===== src/design/rrar_pkg.sv =====
// shared types and constants of the rational rate resampler
// no dependencies
package rrar_pkg;

  localparam int RateW      = 18;
  localparam int CfgIdxW    = 2;
  localparam int MaxResults = 64;
  localparam int EmitCntW   = $clog2(MaxResults + 1);

  localparam logic [RateW-1:0]   RateReset    = RateW'(48000);
  localparam logic [CfgIdxW-1:0] CFG_SRC_RATE = CfgIdxW'(0);
  localparam logic [CfgIdxW-1:0] CFG_DST_RATE = CfgIdxW'(1);

  typedef enum logic [1:0] {
    MODE_UP_INT,
    MODE_DN_INT,
    MODE_FRAC
  } mode_e;

  typedef enum logic [4:0] {
    OP_NONE,
    OP_LOAD,
    OP_ERR,
    OP_RDIV,
    OP_RSET,
    OP_ACC,
    OP_EMIT_X,
    OP_CROSS_PA,
    OP_MUL1,
    OP_MUL2,
    OP_BDIV,
    OP_ADIV,
    OP_TAKEQ,
    OP_EMIT_VAL,
    OP_EMIT_BLK,
    OP_HOLD,
    OP_STEP,
    OP_ZERO,
    OP_FINISH
  } dp_op_e;

  typedef enum logic [4:0] {
    ST_IDLE,
    ST_RCHK,
    ST_RWAIT,
    ST_DISP,
    ST_UPI,
    ST_C_PA,
    ST_C_M1,
    ST_C_M2,
    ST_C_DIV,
    ST_C_WAIT,
    ST_SINK,
    ST_S_CHK,
    ST_A_WAIT,
    ST_A_EMIT,
    ST_HOLD,
    ST_LOOP,
    ST_FLUSH,
    ST_FIN
  } ctrl_state_e;

  typedef enum logic [2:0] {
    PH_CROSS1,
    PH_LOOP,
    PH_CROSS2,
    PH_FLUSH,
    PH_DNI
  } phase_e;

  typedef struct packed {
    dp_op_e op;
    logic   nxt_zero;
  } dp_cmd_t;

  typedef struct packed {
    logic  rate_err;
    logic  div_done;
    mode_e mode;
    logic  blk_done;
    logic  step_more;
    logic  last;
    logic  seen;
    logic  k_zero;
    logic  cnt_zero;
    logic  rep_last;
    logic  can_emit;
  } dp_sts_t;

endpackage


===== src/design/rrar_intf.sv =====
// request channels of the resampler: input, output and register write
// depends on rrar_pkg
interface rrar_in_if #(parameter int W = 24) ();
  logic                valid;
  logic                ready;
  logic signed [W-1:0] sample;
  logic                last;
  modport source (output valid, sample, last, input ready);
  modport sink (input valid, sample, last, output ready);
endinterface

interface rrar_out_if #(parameter int W = 24) ();
  logic                valid;
  logic                ready;
  logic signed [W-1:0] out_sample;
  logic                run_last;
  logic                stream_end;
  logic                rate_error;
  modport source (output valid, out_sample, run_last, stream_end, rate_error, input ready);
  modport sink (input valid, out_sample, run_last, stream_end, rate_error, output ready);
endinterface

interface rrar_cfg_if import rrar_pkg::*; ();
  logic                 valid;
  logic                 ready;
  logic [CfgIdxW-1:0]   index;
  logic [RateW-1:0]     data;
  modport source (output valid, index, data, input ready);
  modport sink (input valid, index, data, output ready);
endinterface


===== src/design/rrar_div.sv =====
// restoring divider, one quotient bit per cycle
// depends on nothing but its parameters
module rrar_div #(
  parameter int NumW = 44,
  parameter int DenW = 20
) (
  input  logic            clk_i,
  input  logic            rst_ni,
  input  logic            start_i,
  input  logic [NumW-1:0] num_i,
  input  logic [DenW-1:0] den_i,
  output logic            done_o,
  output logic [NumW-1:0] quo_o,
  output logic [DenW-1:0] rem_o
);

  localparam int CntW = $clog2(NumW + 1);

  logic [DenW-1:0] rem_q, rem_d;
  logic [NumW-1:0] quo_q, quo_d;
  logic [DenW-1:0] den_q;
  logic [CntW-1:0] cnt_q;
  logic            busy_q, done_q;
  logic [DenW:0]   trial;
  logic            ge;

  always_comb begin
    trial = {rem_q, quo_q[NumW-1]};
    ge    = trial >= {1'b0, den_q};
    rem_d = ge ? DenW'(trial - {1'b0, den_q}) : trial[DenW-1:0];
    quo_d = {quo_q[NumW-2:0], ge};
  end

  always_ff @(posedge clk_i or negedge rst_ni) begin
    if (!rst_ni) begin
      busy_q <= 1'b0;
      done_q <= 1'b0;
      cnt_q  <= '0;
    end else begin
      done_q <= 1'b0;
      if (start_i) begin
        busy_q <= 1'b1;
        cnt_q  <= CntW'(NumW);
      end else if (busy_q) begin
        cnt_q <= cnt_q - CntW'(1);
        if (cnt_q == CntW'(1)) begin
          busy_q <= 1'b0;
          done_q <= 1'b1;
        end
      end
    end
  end

  always_ff @(posedge clk_i) begin
    if (start_i) begin
      rem_q <= '0;
      quo_q <= num_i;
      den_q <= den_i;
    end else if (busy_q) begin
      rem_q <= rem_d;
      quo_q <= quo_d;
    end
  end

  assign done_o = done_q;
  assign quo_o  = quo_q;
  assign rem_o  = rem_q;

endmodule


===== src/design/rrar_dp.sv =====
// resampler datapath: rate registers, stream state, shared multiplier,
// divider and the pending/output result registers; depends on rrar_pkg, rrar_div
module rrar_dp import rrar_pkg::*; #(
  parameter int SampleBits = 24,
  parameter int MaxUpRatio = 32
) (
  input  logic                         clk_i,
  input  logic                         rst_ni,
  input  dp_cmd_t                      cmd_i,
  output dp_sts_t                      sts_o,
  input  logic signed [SampleBits-1:0] in_sample_i,
  input  logic                         in_last_i,
  input  logic                         cfg_we_i,
  input  logic [CfgIdxW-1:0]           cfg_idx_i,
  input  logic [RateW-1:0]             cfg_data_i,
  input  logic                         out_ready_i,
  output logic                         out_valid_o,
  output logic signed [SampleBits-1:0] out_sample_o,
  output logic                         out_run_last_o,
  output logic                         out_stream_end_o,
  output logic                         out_rate_error_o
);

  localparam int KW    = $clog2(MaxUpRatio + 2);
  localparam int PaW   = RateW + KW;
  localparam int SumW  = SampleBits + KW + 1;
  localparam int NumW  = SampleBits + RateW + 2;
  localparam int DenW  = RateW + 2;
  localparam int ProdW = SampleBits + RateW + 1;

  logic [RateW-1:0]             src_q, dst_q;
  logic signed [SampleBits-1:0] x_q, held_q, val_q;
  logic                         last_q, seen_q, err_q;
  logic [PaW-1:0]               pa_q, r_q;
  logic [KW-1:0]                k_q, cnt_q, rep_q;
  logic signed [SumW-1:0]       sum_q;
  logic signed [NumW-1:0]       acc_q;
  mode_e                        mode_q;
  logic [EmitCntW-1:0]          emit_cnt_q;
  logic                         pend_v_q, pend_err_q;
  logic signed [SampleBits-1:0] pend_val_q;
  logic                         out_v_q, out_rl_q, out_se_q, out_err_q;
  logic signed [SampleBits-1:0] out_val_q;

  // rate checks
  logic           s_lt_d, rate_err;
  logic [PaW-1:0] s_m, d_m;
  logic [RateW-1:0] max_rate, min_rate;

  always_comb begin
    s_lt_d   = src_q < dst_q;
    max_rate = s_lt_d ? dst_q : src_q;
    min_rate = s_lt_d ? src_q : dst_q;
    s_m      = PaW'(src_q) * PaW'(MaxUpRatio);
    d_m      = PaW'(dst_q) * PaW'(MaxUpRatio);
    rate_err = (src_q == '0) || (dst_q == '0) || (PaW'(dst_q) > s_m) || (PaW'(src_q) > d_m);
  end

  // blend multiplier, one product per cycle
  logic [RateW-1:0]             p_w, sp_w;
  logic signed [SampleBits-1:0] nxt_w, mul_a;
  logic signed [RateW:0]        mul_b;
  logic signed [ProdW-1:0]      prod_w;
  logic signed [NumW-1:0]       prod_x;

  always_comb begin
    p_w    = pa_q[RateW-1:0];
    sp_w   = src_q - p_w;
    nxt_w  = cmd_i.nxt_zero ? '0 : x_q;
    mul_a  = (cmd_i.op == OP_MUL1) ? held_q : nxt_w;
    mul_b  = (cmd_i.op == OP_MUL1) ? $signed({1'b0, sp_w}) : $signed({1'b0, p_w});
    prod_w = mul_a * mul_b;
    prod_x = {{(NumW-ProdW){prod_w[ProdW-1]}}, prod_w};
  end

  // divider operand selection; blends and block averages round to nearest with ties up
  logic [NumW-1:0] half_s, bl_u, bl_num, sum_x, half_k, av_u, av_num, div_num;
  logic [DenW-1:0] div_den;
  logic            div_start, div_done;
  logic [NumW-1:0] div_quo;
  logic [DenW-1:0] div_rem;
  logic signed [SampleBits-1:0] q_val;

  always_comb begin
    half_s  = NumW'(src_q) << (SampleBits - 1);
    bl_u    = acc_q + half_s;
    bl_num  = {bl_u[NumW-2:0], 1'b0} + NumW'(src_q);
    sum_x   = {{(NumW-SumW){sum_q[SumW-1]}}, sum_q};
    half_k  = NumW'(k_q) << (SampleBits - 1);
    av_u    = sum_x + half_k;
    av_num  = {av_u[NumW-2:0], 1'b0} + NumW'(k_q);
    div_start = 1'b0;
    div_num   = NumW'(max_rate);
    div_den   = DenW'(min_rate);
    case (cmd_i.op)
      OP_RDIV: begin
        div_start = 1'b1;
      end
      OP_BDIV: begin
        div_start = 1'b1;
        div_num   = bl_num;
        div_den   = DenW'({src_q, 1'b0});
      end
      OP_ADIV: begin
        div_start = 1'b1;
        div_num   = av_num;
        div_den   = DenW'({k_q, 1'b0});
      end
      default: ;
    endcase
    // subtracting the offset of half the range flips the top bit
    q_val = $signed({~div_quo[SampleBits-1], div_quo[SampleBits-2:0]});
  end

  rrar_div #(
    .NumW (NumW),
    .DenW (DenW)
  ) u_div (
    .clk_i   (clk_i),
    .rst_ni  (rst_ni),
    .start_i (div_start),
    .num_i   (div_num),
    .den_i   (div_den),
    .done_o  (div_done),
    .quo_o   (div_quo),
    .rem_o   (div_rem)
  );

  // phase arithmetic
  logic [PaW:0]   pa_sum;
  logic [PaW-1:0] pa_wrap;
  logic [KW-1:0]  quot, k1;
  logic [PaW-1:0] r_dn;

  always_comb begin
    pa_sum  = {1'b0, pa_q} + (PaW+1)'(src_q);
    pa_wrap = (pa_sum >= {1'b0, r_q}) ? PaW'(pa_sum - {1'b0, r_q}) : pa_sum[PaW-1:0];
    quot    = div_quo[KW-1:0];
    k1      = quot + KW'(1);
    r_dn    = PaW'(dst_q) * PaW'(k1);
  end

  // emission
  logic                         do_emit, room, out_free, clr_stream;
  logic signed [SampleBits-1:0] emit_v;

  always_comb begin
    do_emit = (cmd_i.op == OP_EMIT_X) || (cmd_i.op == OP_EMIT_VAL) ||
              (cmd_i.op == OP_EMIT_BLK);
    emit_v  = (cmd_i.op == OP_EMIT_X) ? x_q : val_q;
    room    = emit_cnt_q < EmitCntW'(MaxResults);
    out_free = !out_v_q || out_ready_i;
    clr_stream = (cmd_i.op == OP_FINISH) && last_q && !err_q;
  end

  // configuration and stream state
  always_ff @(posedge clk_i or negedge rst_ni) begin
    if (!rst_ni) begin
      src_q  <= RateReset;
      dst_q  <= RateReset;
      held_q <= '0;
      pa_q   <= '0;
      sum_q  <= '0;
      cnt_q  <= '0;
      seen_q <= 1'b0;
    end else if (cfg_we_i) begin
      if (cfg_idx_i == CFG_SRC_RATE || cfg_idx_i == CFG_DST_RATE) begin
        held_q <= '0;
        pa_q   <= '0;
        sum_q  <= '0;
        cnt_q  <= '0;
        seen_q <= 1'b0;
      end
      if (cfg_idx_i == CFG_SRC_RATE) begin
        src_q <= cfg_data_i;
      end
      if (cfg_idx_i == CFG_DST_RATE) begin
        dst_q <= cfg_data_i;
      end
    end else if (clr_stream) begin
      held_q <= '0;
      pa_q   <= '0;
      sum_q  <= '0;
      cnt_q  <= '0;
      seen_q <= 1'b0;
    end else begin
      case (cmd_i.op)
        OP_CROSS_PA: pa_q <= pa_wrap;
        OP_STEP:     pa_q <= pa_sum[PaW-1:0];
        OP_HOLD: begin
          held_q <= x_q;
          seen_q <= 1'b1;
        end
        OP_ACC: begin
          sum_q <= sum_q + {{(SumW-SampleBits){val_q[SampleBits-1]}}, val_q};
          cnt_q <= cnt_q + KW'(1);
        end
        OP_EMIT_BLK: begin
          sum_q <= '0;
          cnt_q <= '0;
        end
        default: ;
      endcase
    end
  end

  // per item working registers
  always_ff @(posedge clk_i) begin
    case (cmd_i.op)
      OP_LOAD: begin
        x_q   <= in_sample_i;
        val_q <= in_sample_i;
      end
      OP_RSET: begin
        if (s_lt_d) begin
          k_q <= (div_rem == '0) ? quot : '0;
          r_q <= PaW'(dst_q);
        end else begin
          k_q <= (div_rem == '0) ? quot : k1;
          r_q <= r_dn;
        end
        if (div_rem == '0) begin
          mode_q <= s_lt_d ? MODE_UP_INT : MODE_DN_INT;
        end else begin
          mode_q <= MODE_FRAC;
        end
      end
      OP_MUL1:  acc_q <= prod_x;
      OP_MUL2:  acc_q <= acc_q + prod_x;
      OP_TAKEQ: val_q <= q_val;
      OP_STEP:  val_q <= held_q;
      OP_ZERO:  val_q <= '0;
      default: ;
    endcase
  end

  always_ff @(posedge clk_i or negedge rst_ni) begin
    if (!rst_ni) begin
      last_q     <= 1'b0;
      err_q      <= 1'b0;
      rep_q      <= '0;
      emit_cnt_q <= '0;
      pend_v_q   <= 1'b0;
      out_v_q    <= 1'b0;
    end else begin
      if (cmd_i.op == OP_LOAD) begin
        last_q     <= in_last_i;
        err_q      <= 1'b0;
        rep_q      <= '0;
        emit_cnt_q <= '0;
      end
      if (cmd_i.op == OP_ERR) begin
        err_q <= 1'b1;
      end
      if (cmd_i.op == OP_EMIT_X) begin
        rep_q <= rep_q + KW'(1);
      end
      if (do_emit && room) begin
        emit_cnt_q <= emit_cnt_q + EmitCntW'(1);
      end
      // pending result moves on when a newer one arrives or the item ends
      if (pend_v_q && ((do_emit && room) || cmd_i.op == OP_FINISH)) begin
        out_v_q <= 1'b1;
      end else if (out_v_q && out_ready_i) begin
        out_v_q <= 1'b0;
      end
      if ((do_emit && room) || cmd_i.op == OP_ERR) begin
        pend_v_q <= 1'b1;
      end else if (cmd_i.op == OP_FINISH) begin
        pend_v_q <= 1'b0;
      end
    end
  end

  always_ff @(posedge clk_i) begin
    if (pend_v_q && ((do_emit && room) || cmd_i.op == OP_FINISH)) begin
      out_val_q <= pend_val_q;
      out_err_q <= pend_err_q;
      out_rl_q  <= cmd_i.op == OP_FINISH;
      out_se_q  <= (cmd_i.op == OP_FINISH) && last_q;
    end
    if (do_emit && room) begin
      pend_val_q <= emit_v;
      pend_err_q <= 1'b0;
    end else if (cmd_i.op == OP_ERR) begin
      pend_val_q <= '0;
      pend_err_q <= 1'b1;
    end
  end

  always_comb begin
    sts_o.rate_err  = rate_err;
    sts_o.div_done  = div_done;
    sts_o.mode      = mode_q;
    sts_o.blk_done  = cnt_q >= k_q;
    sts_o.step_more = pa_sum < {1'b0, r_q};
    sts_o.last      = last_q;
    sts_o.seen      = seen_q;
    sts_o.k_zero    = k_q == '0;
    sts_o.cnt_zero  = cnt_q == '0;
    sts_o.rep_last  = ({1'b0, rep_q} + (KW+1)'(1)) >= {1'b0, k_q};
    sts_o.can_emit  = !pend_v_q || out_free;
  end

  assign out_valid_o      = out_v_q;
  assign out_sample_o     = out_val_q;
  assign out_run_last_o   = out_rl_q;
  assign out_stream_end_o = out_se_q;
  assign out_rate_error_o = out_err_q;

endmodule


===== src/design/rrar_ctrl.sv =====
// resampler sequencer: walks one input request through rate decode, integer
// repeats, interpolation crossings, block averaging and flush; depends on rrar_pkg
module rrar_ctrl import rrar_pkg::*; (
  input  logic    clk_i,
  input  logic    rst_ni,
  input  logic    in_valid_i,
  output logic    in_ready_o,
  input  dp_sts_t sts_i,
  output dp_cmd_t cmd_o
);

  ctrl_state_e state_q, state_d;
  phase_e      ph_q, ph_d;
  ctrl_state_e ret_st;

  always_ff @(posedge clk_i or negedge rst_ni) begin
    if (!rst_ni) begin
      state_q <= ST_IDLE;
      ph_q    <= PH_CROSS1;
    end else begin
      state_q <= state_d;
      ph_q    <= ph_d;
    end
  end

  // where a finished sink step goes back to
  always_comb begin
    unique case (ph_q)
      PH_CROSS1: ret_st = ST_HOLD;
      PH_LOOP:   ret_st = ST_LOOP;
      PH_CROSS2: ret_st = ST_FLUSH;
      PH_FLUSH:  ret_st = ST_FLUSH;
      PH_DNI:    ret_st = ST_FIN;
      default:   ret_st = ST_FIN;
    endcase
  end

  always_comb begin
    state_d        = state_q;
    ph_d           = ph_q;
    cmd_o.op       = OP_NONE;
    cmd_o.nxt_zero = ph_q == PH_CROSS2;
    in_ready_o     = state_q == ST_IDLE;
    unique case (state_q)
      ST_IDLE: begin
        if (in_valid_i) begin
          cmd_o.op = OP_LOAD;
          state_d  = ST_RCHK;
        end
      end
      ST_RCHK: begin
        if (sts_i.rate_err) begin
          cmd_o.op = OP_ERR;
          state_d  = ST_FIN;
        end else begin
          cmd_o.op = OP_RDIV;
          state_d  = ST_RWAIT;
        end
      end
      ST_RWAIT: begin
        if (sts_i.div_done) begin
          cmd_o.op = OP_RSET;
          state_d  = ST_DISP;
        end
      end
      ST_DISP: begin
        unique case (sts_i.mode)
          MODE_UP_INT: state_d = ST_UPI;
          MODE_DN_INT: begin
            cmd_o.op = OP_ACC;
            ph_d     = PH_DNI;
            state_d  = ST_S_CHK;
          end
          default: begin
            ph_d    = PH_CROSS1;
            state_d = sts_i.seen ? ST_C_PA : ST_HOLD;
          end
        endcase
      end
      ST_UPI: begin
        if (sts_i.can_emit) begin
          cmd_o.op = OP_EMIT_X;
          if (sts_i.rep_last) begin
            state_d = ST_FIN;
          end
        end
      end
      ST_C_PA: begin
        cmd_o.op = OP_CROSS_PA;
        state_d  = ST_C_M1;
      end
      ST_C_M1: begin
        cmd_o.op = OP_MUL1;
        state_d  = ST_C_M2;
      end
      ST_C_M2: begin
        cmd_o.op = OP_MUL2;
        state_d  = ST_C_DIV;
      end
      ST_C_DIV: begin
        cmd_o.op = OP_BDIV;
        state_d  = ST_C_WAIT;
      end
      ST_C_WAIT: begin
        if (sts_i.div_done) begin
          cmd_o.op = OP_TAKEQ;
          state_d  = ST_SINK;
        end
      end
      ST_SINK: begin
        if (sts_i.k_zero) begin
          if (sts_i.can_emit) begin
            cmd_o.op = OP_EMIT_VAL;
            state_d  = ret_st;
          end
        end else begin
          cmd_o.op = OP_ACC;
          state_d  = ST_S_CHK;
        end
      end
      ST_S_CHK: begin
        // integer downsampling closes a short block at the end of the stream
        if (sts_i.blk_done || (ph_q == PH_DNI && sts_i.last)) begin
          cmd_o.op = OP_ADIV;
          state_d  = ST_A_WAIT;
        end else begin
          state_d = ret_st;
        end
      end
      ST_A_WAIT: begin
        if (sts_i.div_done) begin
          cmd_o.op = OP_TAKEQ;
          state_d  = ST_A_EMIT;
        end
      end
      ST_A_EMIT: begin
        if (sts_i.can_emit) begin
          cmd_o.op = OP_EMIT_BLK;
          state_d  = ret_st;
        end
      end
      ST_HOLD: begin
        cmd_o.op = OP_HOLD;
        state_d  = ST_LOOP;
      end
      ST_LOOP: begin
        if (sts_i.step_more) begin
          cmd_o.op = OP_STEP;
          ph_d     = PH_LOOP;
          state_d  = ST_SINK;
        end else if (sts_i.last) begin
          ph_d    = PH_CROSS2;
          state_d = ST_C_PA;
        end else begin
          state_d = ST_FIN;
        end
      end
      ST_FLUSH: begin
        if (!sts_i.k_zero && !sts_i.cnt_zero) begin
          cmd_o.op = OP_ZERO;
          ph_d     = PH_FLUSH;
          state_d  = ST_SINK;
        end else begin
          state_d = ST_FIN;
        end
      end
      ST_FIN: begin
        if (sts_i.can_emit) begin
          cmd_o.op = OP_FINISH;
          state_d  = ST_IDLE;
        end
      end
      default: state_d = ST_IDLE;
    endcase
  end

endmodule


===== src/design/rational_rate_audio_resampler.sv =====
// Rational rate mono resampler for Q1.23 samples.
// Channels: in_i takes one sample request with a last flag, out_o gives the
// resampled samples of that request with run_last on the final one, stream_end
// on the final sample of the stream and rate_error when a rate is zero or their
// ratio is outside 1..MAX_UP_RATIO in either direction. cfg_i writes src_rate
// (index 0) or dst_rate (index 1); a write restarts the stream and is meant for
// idle time. One request is worked at a time. Every request with valid rates first
// divides the two rates on the shared 44-step restoring divider, which then also
// forms each interpolated value and each block average; a repeated sample in
// integer upsampling needs no division. A finished result waits in a pending
// register and then in the output register, so when the receiver stalls the block
// runs on until a second result has to leave, and holds there. After reset both
// rates are 48000 and the stream state is clear; no clearing pass is needed.
module rational_rate_audio_resampler import rrar_pkg::*; #(
  parameter int SAMPLE_BITS  = 24,
  parameter int MAX_UP_RATIO = 32
) (
  input  logic              clk_i,
  input  logic              rst_ni,
  rrar_in_if.sink           in_i,
  rrar_out_if.source        out_o,
  rrar_cfg_if.sink          cfg_i
);

  dp_cmd_t cmd;
  dp_sts_t sts;

  assign cfg_i.ready = 1'b1;

  rrar_ctrl u_ctrl (
    .clk_i      (clk_i),
    .rst_ni     (rst_ni),
    .in_valid_i (in_i.valid),
    .in_ready_o (in_i.ready),
    .sts_i      (sts),
    .cmd_o      (cmd)
  );

  rrar_dp #(
    .SampleBits (SAMPLE_BITS),
    .MaxUpRatio (MAX_UP_RATIO)
  ) u_dp (
    .clk_i            (clk_i),
    .rst_ni           (rst_ni),
    .cmd_i            (cmd),
    .sts_o            (sts),
    .in_sample_i      (in_i.sample),
    .in_last_i        (in_i.last),
    .cfg_we_i         (cfg_i.valid),
    .cfg_idx_i        (cfg_i.index),
    .cfg_data_i       (cfg_i.data),
    .out_ready_i      (out_o.ready),
    .out_valid_o      (out_o.valid),
    .out_sample_o     (out_o.out_sample),
    .out_run_last_o   (out_o.run_last),
    .out_stream_end_o (out_o.stream_end),
    .out_rate_error_o (out_o.rate_error)
  );

endmodule


===== src/flat_wrapper.sv =====
// flat-port wrapper written by rule: the top's interface ports become plain ports
module rational_rate_audio_resampler_flat import rrar_pkg::*;
#(
  parameter int SAMPLE_BITS  = 24,
  parameter int MAX_UP_RATIO = 32
)
  (clk_i, rst_ni, in_i_valid, in_i_sample, in_i_last, in_i_ready, out_o_valid, out_o_out_sample, out_o_run_last, out_o_stream_end, out_o_rate_error, out_o_ready, cfg_i_valid, cfg_i_index, cfg_i_data, cfg_i_ready);
  rrar_in_if #(.W((24))) in_i_i ();
  rrar_out_if #(.W((24))) out_o_i ();
  rrar_cfg_if cfg_i_i ();
  input  logic clk_i;
  input  logic rst_ni;
  input wire logic [$bits(in_i_i.valid)-1:0] in_i_valid;
  input wire logic [$bits(in_i_i.sample)-1:0] in_i_sample;
  input wire logic [$bits(in_i_i.last)-1:0] in_i_last;
  output wire logic [$bits(in_i_i.ready)-1:0] in_i_ready;
  output wire logic [$bits(out_o_i.valid)-1:0] out_o_valid;
  output wire logic [$bits(out_o_i.out_sample)-1:0] out_o_out_sample;
  output wire logic [$bits(out_o_i.run_last)-1:0] out_o_run_last;
  output wire logic [$bits(out_o_i.stream_end)-1:0] out_o_stream_end;
  output wire logic [$bits(out_o_i.rate_error)-1:0] out_o_rate_error;
  input wire logic [$bits(out_o_i.ready)-1:0] out_o_ready;
  input wire logic [$bits(cfg_i_i.valid)-1:0] cfg_i_valid;
  input wire logic [$bits(cfg_i_i.index)-1:0] cfg_i_index;
  input wire logic [$bits(cfg_i_i.data)-1:0] cfg_i_data;
  output wire logic [$bits(cfg_i_i.ready)-1:0] cfg_i_ready;
  assign in_i_i.valid = in_i_valid;
  assign in_i_i.sample = in_i_sample;
  assign in_i_i.last = in_i_last;
  assign in_i_ready = in_i_i.ready;
  assign out_o_valid = out_o_i.valid;
  assign out_o_out_sample = out_o_i.out_sample;
  assign out_o_run_last = out_o_i.run_last;
  assign out_o_stream_end = out_o_i.stream_end;
  assign out_o_rate_error = out_o_i.rate_error;
  assign out_o_i.ready = out_o_ready;
  assign cfg_i_i.valid = cfg_i_valid;
  assign cfg_i_i.index = cfg_i_index;
  assign cfg_i_i.data = cfg_i_data;
  assign cfg_i_ready = cfg_i_i.ready;
  rational_rate_audio_resampler #(.SAMPLE_BITS(SAMPLE_BITS), .MAX_UP_RATIO(MAX_UP_RATIO)) u_core (.clk_i(clk_i), .rst_ni(rst_ni), .in_i(in_i_i), .out_o(out_o_i), .cfg_i(cfg_i_i));
endmodule

===== config.mk =====
export PLATFORM = sky130hd
export DESIGN_NAME = rational_rate_audio_resampler_flat
export DESIGN_NICKNAME = d
export VERILOG_FILES = /design/src/design/rrar_pkg.sv /design/src/design/rrar_intf.sv /design/src/design/rrar_div.sv /design/src/design/rrar_dp.sv /design/src/design/rrar_ctrl.sv /design/src/design/rational_rate_audio_resampler.sv /design/src/flat_wrapper.sv
export SDC_FILE = /design/constraint.sdc
export NUM_CORES = 2
export LEC_CHECK = 0
export BUFFER_PORTS_ARGS = -buffer_cell sky130_fd_sc_hd__buf_2
export CORE_MARGIN = 2
export CORE_UTILIZATION = 50
export DETAILED_ROUTE_END_ITERATION = 8
export GPL_ROUTABILITY_DRIVEN = 0
export MAX_ROUTING_LAYER = met4
export PLACE_DENSITY = 0.69
export SKIP_LAST_GASP = 1
export SYNTH_ARGS = -nofsm -noshare
export SYNTH_HDL_FRONTEND = slang
export SYNTH_HIERARCHICAL = 1
export SYNTH_SLANG_ARGS = --single-unit

===== constraint.sdc =====
create_clock -name clk_i -period 23 [get_ports clk_i]
set_clock_uncertainty 0.05 [all_clocks]
set_input_delay 4.6 -clock clk_i [delete_from_list [all_inputs] [get_ports clk_i]]
set_output_delay 4.6 -clock clk_i [all_outputs]
set_load 0.005 [all_outputs]

Yosys cells after proc, flatten, opt, wreduce, memory -nomap -nowiden

Cells that the tools add are included.

Register bits after elaboration: 415
Input bits: 50
Output and inout port bits: 30
Logic and storage cells: 266

Add/subtract/negate cells: 16
Multipliers: 2
Magnitude comparators: 9
Eq/ne operators: 53
Mux-type cells: 96
Bitwise logic cells: 1
Reduce and logical (&&, ||, !) cells: 55

Operator list:

| operator                                      | number |
|---|---|
| 2-to-1 mux 24 bit                             | 12 |
| case mux 44 bit (2 select lines)              | 2 |
| case mux 24 bit (4 select lines)              | 1 |
| 2-to-1 mux 31 bit                             | 3 |
| 2-to-1 mux 5 bit                              | 18 |
| case mux 5 bit (18 select lines)              | 1 |
| 2-to-1 mux 44 bit                             | 2 |
| case mux 5 bit (17 select lines)              | 1 |
| == test 5 x 4 -> 1 bit, second input constant | 16 |
| 2-to-1 mux 18 bit                             | 4 |
| case mux 31 bit (2 select lines)              | 1 |
| 2-to-1 mux 6 bit                              | 10 |
| case mux 24 bit (2 select lines)              | 1 |
| > comparator 18 x 23 -> 1 bit                 | 2 |
| adder 44 x 18 -> 44 bit                       | 1 |
| adder 44 x 43 -> 44 bit                       | 1 |
| adder 43 x 41 -> 43 bit                       | 1 |
| multiplier 24 x 19 -> 43 bit                  | 1 |
| == test 5 x 3 -> 1 bit, second input constant | 8 |
| case mux 19 bit (2 select lines)              | 1 |
| zero test 18 bit                              | 2 |
| adder 33 x 7 -> 34 bit                        | 1 |
| adder 31 x 30 -> 32 bit                       | 1 |
| adder 31 bit                                  | 1 |
| 54 further kinds                              | 140 |

Longest topological paths before layout

Depth in word-level cells: 13
Mapped depth: 63
Depth with buffers taken out: 59

Modules after synthesis

The synthesis kept the hierarchy.

By module, submodules not included:

| module                        | instances | cells an instance | area each (um2) | sequential area each (um2) |
|---|---|---|---|---|
| rrar_dp                       | 1         | 5,110             | 44,253.7        | 8,740.9 |
| rrar_div                      | 1         | 412               | 4,833.4         | 2,522.4 |
| rrar_ctrl                     | 1         | 178               | 1,361.3         | 200.2 |
| rational_rate_audio_resampler | 1         | 2                 | 11.3            | 0.0 |

Worst setup path before layout

No wires, ideal clock.

Path kind: input to register
From: input out_o_ready
To: register u_core.u_dp.acc_q[41] (data pin)
Setup time: 0.260 ns
Arrival time: 19.189 ns
Data required time: 22.690 ns
Setup slack: 3.501 ns
Cell stages on the path: 44
Buffers on the path: 3
Path through: inv_1 nand3_1 nor2b_1 nand2_1 a31oi_1 o221ai_1 nor4b_1 nand2_1 clkbuf_1 o31ai_1 clkbuf_1 nand2_1 fa_1 inv_1 fa_1 inv_1 fa_1 inv_1 [8 not listed] o31ai_1 a221o_1 a21o_1 a31oi_2 o21bai_1 a21oi_1 xnor2_1 ha_1 a21o_1 a21o_1 a21o_1 or3_1 nor3_1 nor2_1 a211oi_1 o41ai_1 xor2_1 mux2_2

RTL lines:

| what                   | line               | text |
|---|---|---|
| start: declaration     | flat_wrapper.sv:22 | `input wire logic [$bits(out_o_i.ready)-1:0] out_o_ready;` |
| end signal: assignment | rrar_dp.sv:228     | `OP_MUL1: acc_q <= prod_x;` |
| end signal: assignment | rrar_dp.sv:229     | `OP_MUL2: acc_q <= acc_q + prod_x;` |
| end: declaration       | rrar_dp.sv:37      | `logic signed [NumW-1:0] acc_q;` |

==> results.yml <==
outcome:
  outcome: "finished with violations"
  violations: "DRC"
finish:
  multiInputGateArea_mm2: 0.0352
  final_area_mm2: 0.0540
  drive_gt1_frac: 0.0808
  seqCellArea_mm2: 0.0115
  layout_common_cells: "nand2_1, inv_1, fa_1, ha_1, nor2_1"
  area_growth_syn_to_layout_pct: 6.92
  final_common_cell: "nand2_1"
  layout.nets: 6636
  fill_cells: 8993
logic_synthesis:
  ys_async_sr_fraction: 0.374
  syn-num-nets: 6660
  synth_top_area_frac: 0.200
  synth_cell_types: 123
  synth_edf_count: 238
  yosysSeqAreaShare: 0.227
  yosys-top-cells-area: "fa_1, edfxtp_1, ha_1, dfrtp_1, nand2_1"
  synthesis.area_mm2: 0.0505
  syn_avg_cell_area_um2: 8.85
  synthesis.instances: 5702
  synth_ff_type: "edfxtp_1"
  synth_top_area_cell: "fa_1"
  yosys_warnings: 6
  ys_seq_elements: 414
cts:
  clk_pin_slew_worst_paths_ps: 60
  clockRootBuffer: "clkbuf_16"
  htreeDepth: 2
  cts_tree: "built"
  cts.path.max_buffers: 3
  cts_made_buffers: 49
  clk_latency_ps: 640
  cts.sinks: 414
  cts_resized: 0
  post_cts_buffers: 0
  cts-hold-fix-buffers: 0
timing:
  rsz0062_at_grt: "no"
  slew_headroom: 0.0205
  fin_crit_ps: 16900
  fin_crit_sh: 0.735
  finalHoldViolations: 0
  finalSetupTns_ps: 0
  finalSetupViolations: 0
  fmax_mhz: 59.2
  max_slew.worst_pin.slew_ps: 1430
  maxSlewViolCount: 0
worst_setup_path:
  critPathBufInv: 7
  reg2reg_from: "u_core/u_dp/src_q[8]"
  cp-start-kind: "primary input"
  required_ps: 23330
  cp_slowest_stage_delay_ps: 610
  path_delay_family: "adder cells"
  worstPathMaxFanout: 66
  critPathArrivalTime_ps: 17230
  cp_slowest_cell: "buf_4"
  critPathCaptureType: "register"
  cpMostUsedCell: "fa_1"
  reg2reg_depth: 54
  rrSetupSlack_ps: 6340
  path_class: "primary input to register"
  regToRegEndpoint: "u_core/u_dp/acc_q[42]"
drt:
  via_count: 42265
  wl_per_cell_um: 21.7
  drt_iter0_markers: 4120
  antenna_left: 0
  routed_wl_um: 153000
  drtPass1Iterations: 9
  viasPerCell: 6.02
  post-route-drc-count: 14
floorplanning:
  placementRows: 116
  initial_core_util: 0.505
  ios: 80
  die_w_um: 322
  core-area_mm2: 0.100
  fp.dieH_um: 322
  die_area_mm2: 0.103
global_routing:
  grtUsageTotal: 0.306
  grt_pass1_vias: 41964
  grt-ovfl-total: 0
  grt_pass1_wl_um: 240000
  grt_start_max_net_pins: 72
  antenna_found_initial: 4
placement:
  portBuffers: 78
  dp_hpwl_um: 118000
  placed_cell_area_mm2: 0.0523
min_path:
  hold_depth: 0
  hold_path.class: "register to register"
  hold_path_end: "u_core/u_dp/out_sample_o[13]"
  worstHoldStart: "u_core/u_dp/pend_val_q[13]"
job:
  cap_violations: 0
## routing by layer
layer  part of all wire  vias to the layer above  track usage
li1                   -                    19185            -
met1               0.40                    20769        0.392
met2               0.46                     1924        0.479
met3              0.091                      387       0.0565
met4              0.048                        0        0.128
met5                  0                        -            -
## sequential cells by signal, indices dropped and copies added (netlist names), 2 cells and up
name and cells:
u_core/u_dp/cnt_q 6, u_core/u_dp/pa_q 24, u_core/u_dp/dst_q 18, u_core/u_ctrl/state_q 5, u_core/u_dp/r_q 24, u_core/u_dp/x_q 24, u_core/u_dp/src_q 18, u_core/u_ctrl/ph_q 3
u_core/u_dp/out_sample_o 24, u_core/u_dp/emit_cnt_q 7, u_core/u_dp/u_div/den_q 20, u_core/u_dp/u_div/rem_o 20, u_core/u_dp/sum_q 31, u_core/u_dp/pend_val_q 24, u_core/u_dp/val_q 24, u_core/u_dp/held_q 24
u_core/u_dp/acc_q 43, u_core/u_dp/mode_q 2, u_core/u_dp/u_div/cnt_q 6, u_core/u_dp/u_div/quo_o 44, u_core/u_dp/rep_q 6, u_core/u_dp/k_q 6
## synthesized netlist by cell type (24+ instances only)
master,n
nor2_1,376
nor3_2,24
and3_1,31
ha_1,404
inv_1,770
and2_1,53
nand4_1,46
a211oi_1,61
o211ai_1,27
buf_2,34
mux2_2,81
o21a_1,72
xor2_1,112
o21bai_1,34
edfxtp_1,238
o21ai_1,42
o21ai_0,252
fa_1,504
a31oi_1,55
nor2b_1,41
mux2i_1,41
o31ai_1,29
a21o_1,122
nor4_1,25
nand2b_1,99
a21oi_1,266
nand2_1,822
nand3_1,88
dfrtp_1,141
clkbuf_1,182
xnor2_1,165
o22ai_1,31
nor3_1,64
## area by class of cell
| cell class | instances | area share |
|---|---|---|
| Timing Repair Buffer | 165 | 0.0196 |
| Inverter | 772 | 0.0537 |
| Antenna cell | 3 | 0.000139 |
| Multi-Input combinational cell | 4276 | 0.653 |
| Sequential cell | 414 | 0.212 |
| Tap cell | 1298 | 0.0301 |
| Clock inverter | 30 | 0.00615 |
| Clock buffer | 62 | 0.0251 |
## per-stage QoR
stage | std cells | utilization | hold WS [ps] | setup slack [ps]
3_3_place_gp | 6924 | 0.522 | 351 | 5800
3_5_place_dp | 6925 | 0.523 | 355 | 5620
4_1_cts | 7017 | 0.539 | 369 | 6260
5_1_grt | 7020 | 0.540 | 375 | 5250
6_report | 7020 | 0.540 | 367 | 6100
2_1_floorplan | 5702 | - | 350 | 3500
## cells by family after synthesis
logic type / Yosys count / share of synthesized area
and+or+nand+nor: 1776 / 0.163
AOI/OAI and AO/OA: 1187 / 0.156
buffers and inverters: 1012 / 0.0783
adders and majority gates: 909 / 0.300
DFF: 414 / 0.227
xor gates and xnor gates: 278 / 0.0484
muxes: 124 / 0.0268
other: 2 / 0.000149
## how the worst max path moves through the flow
stage | from | end | slack [ps] | cells after the start
floorplan | out_o_ready | u_core/u_dp/acc_q[41] | 3500 | 44
global placement | out_o_ready | u_core/u_dp/acc_q[41] | 5800 | 43
detailed placement | out_o_ready | u_core/u_dp/acc_q[42] | 5620 | 44
CTS | out_o_ready | u_core/u_dp/acc_q[42] | 6260 | 44
global route | out_o_ready | u_core/u_dp/acc_q[37] | 5250 | 45
finish | out_o_ready | u_core/u_dp/acc_q[42] | 6100 | 44
Power is left out: the tool's default activity adds up to more than one toggle a clock period on the data nets, which glitch-free logic cannot reach.
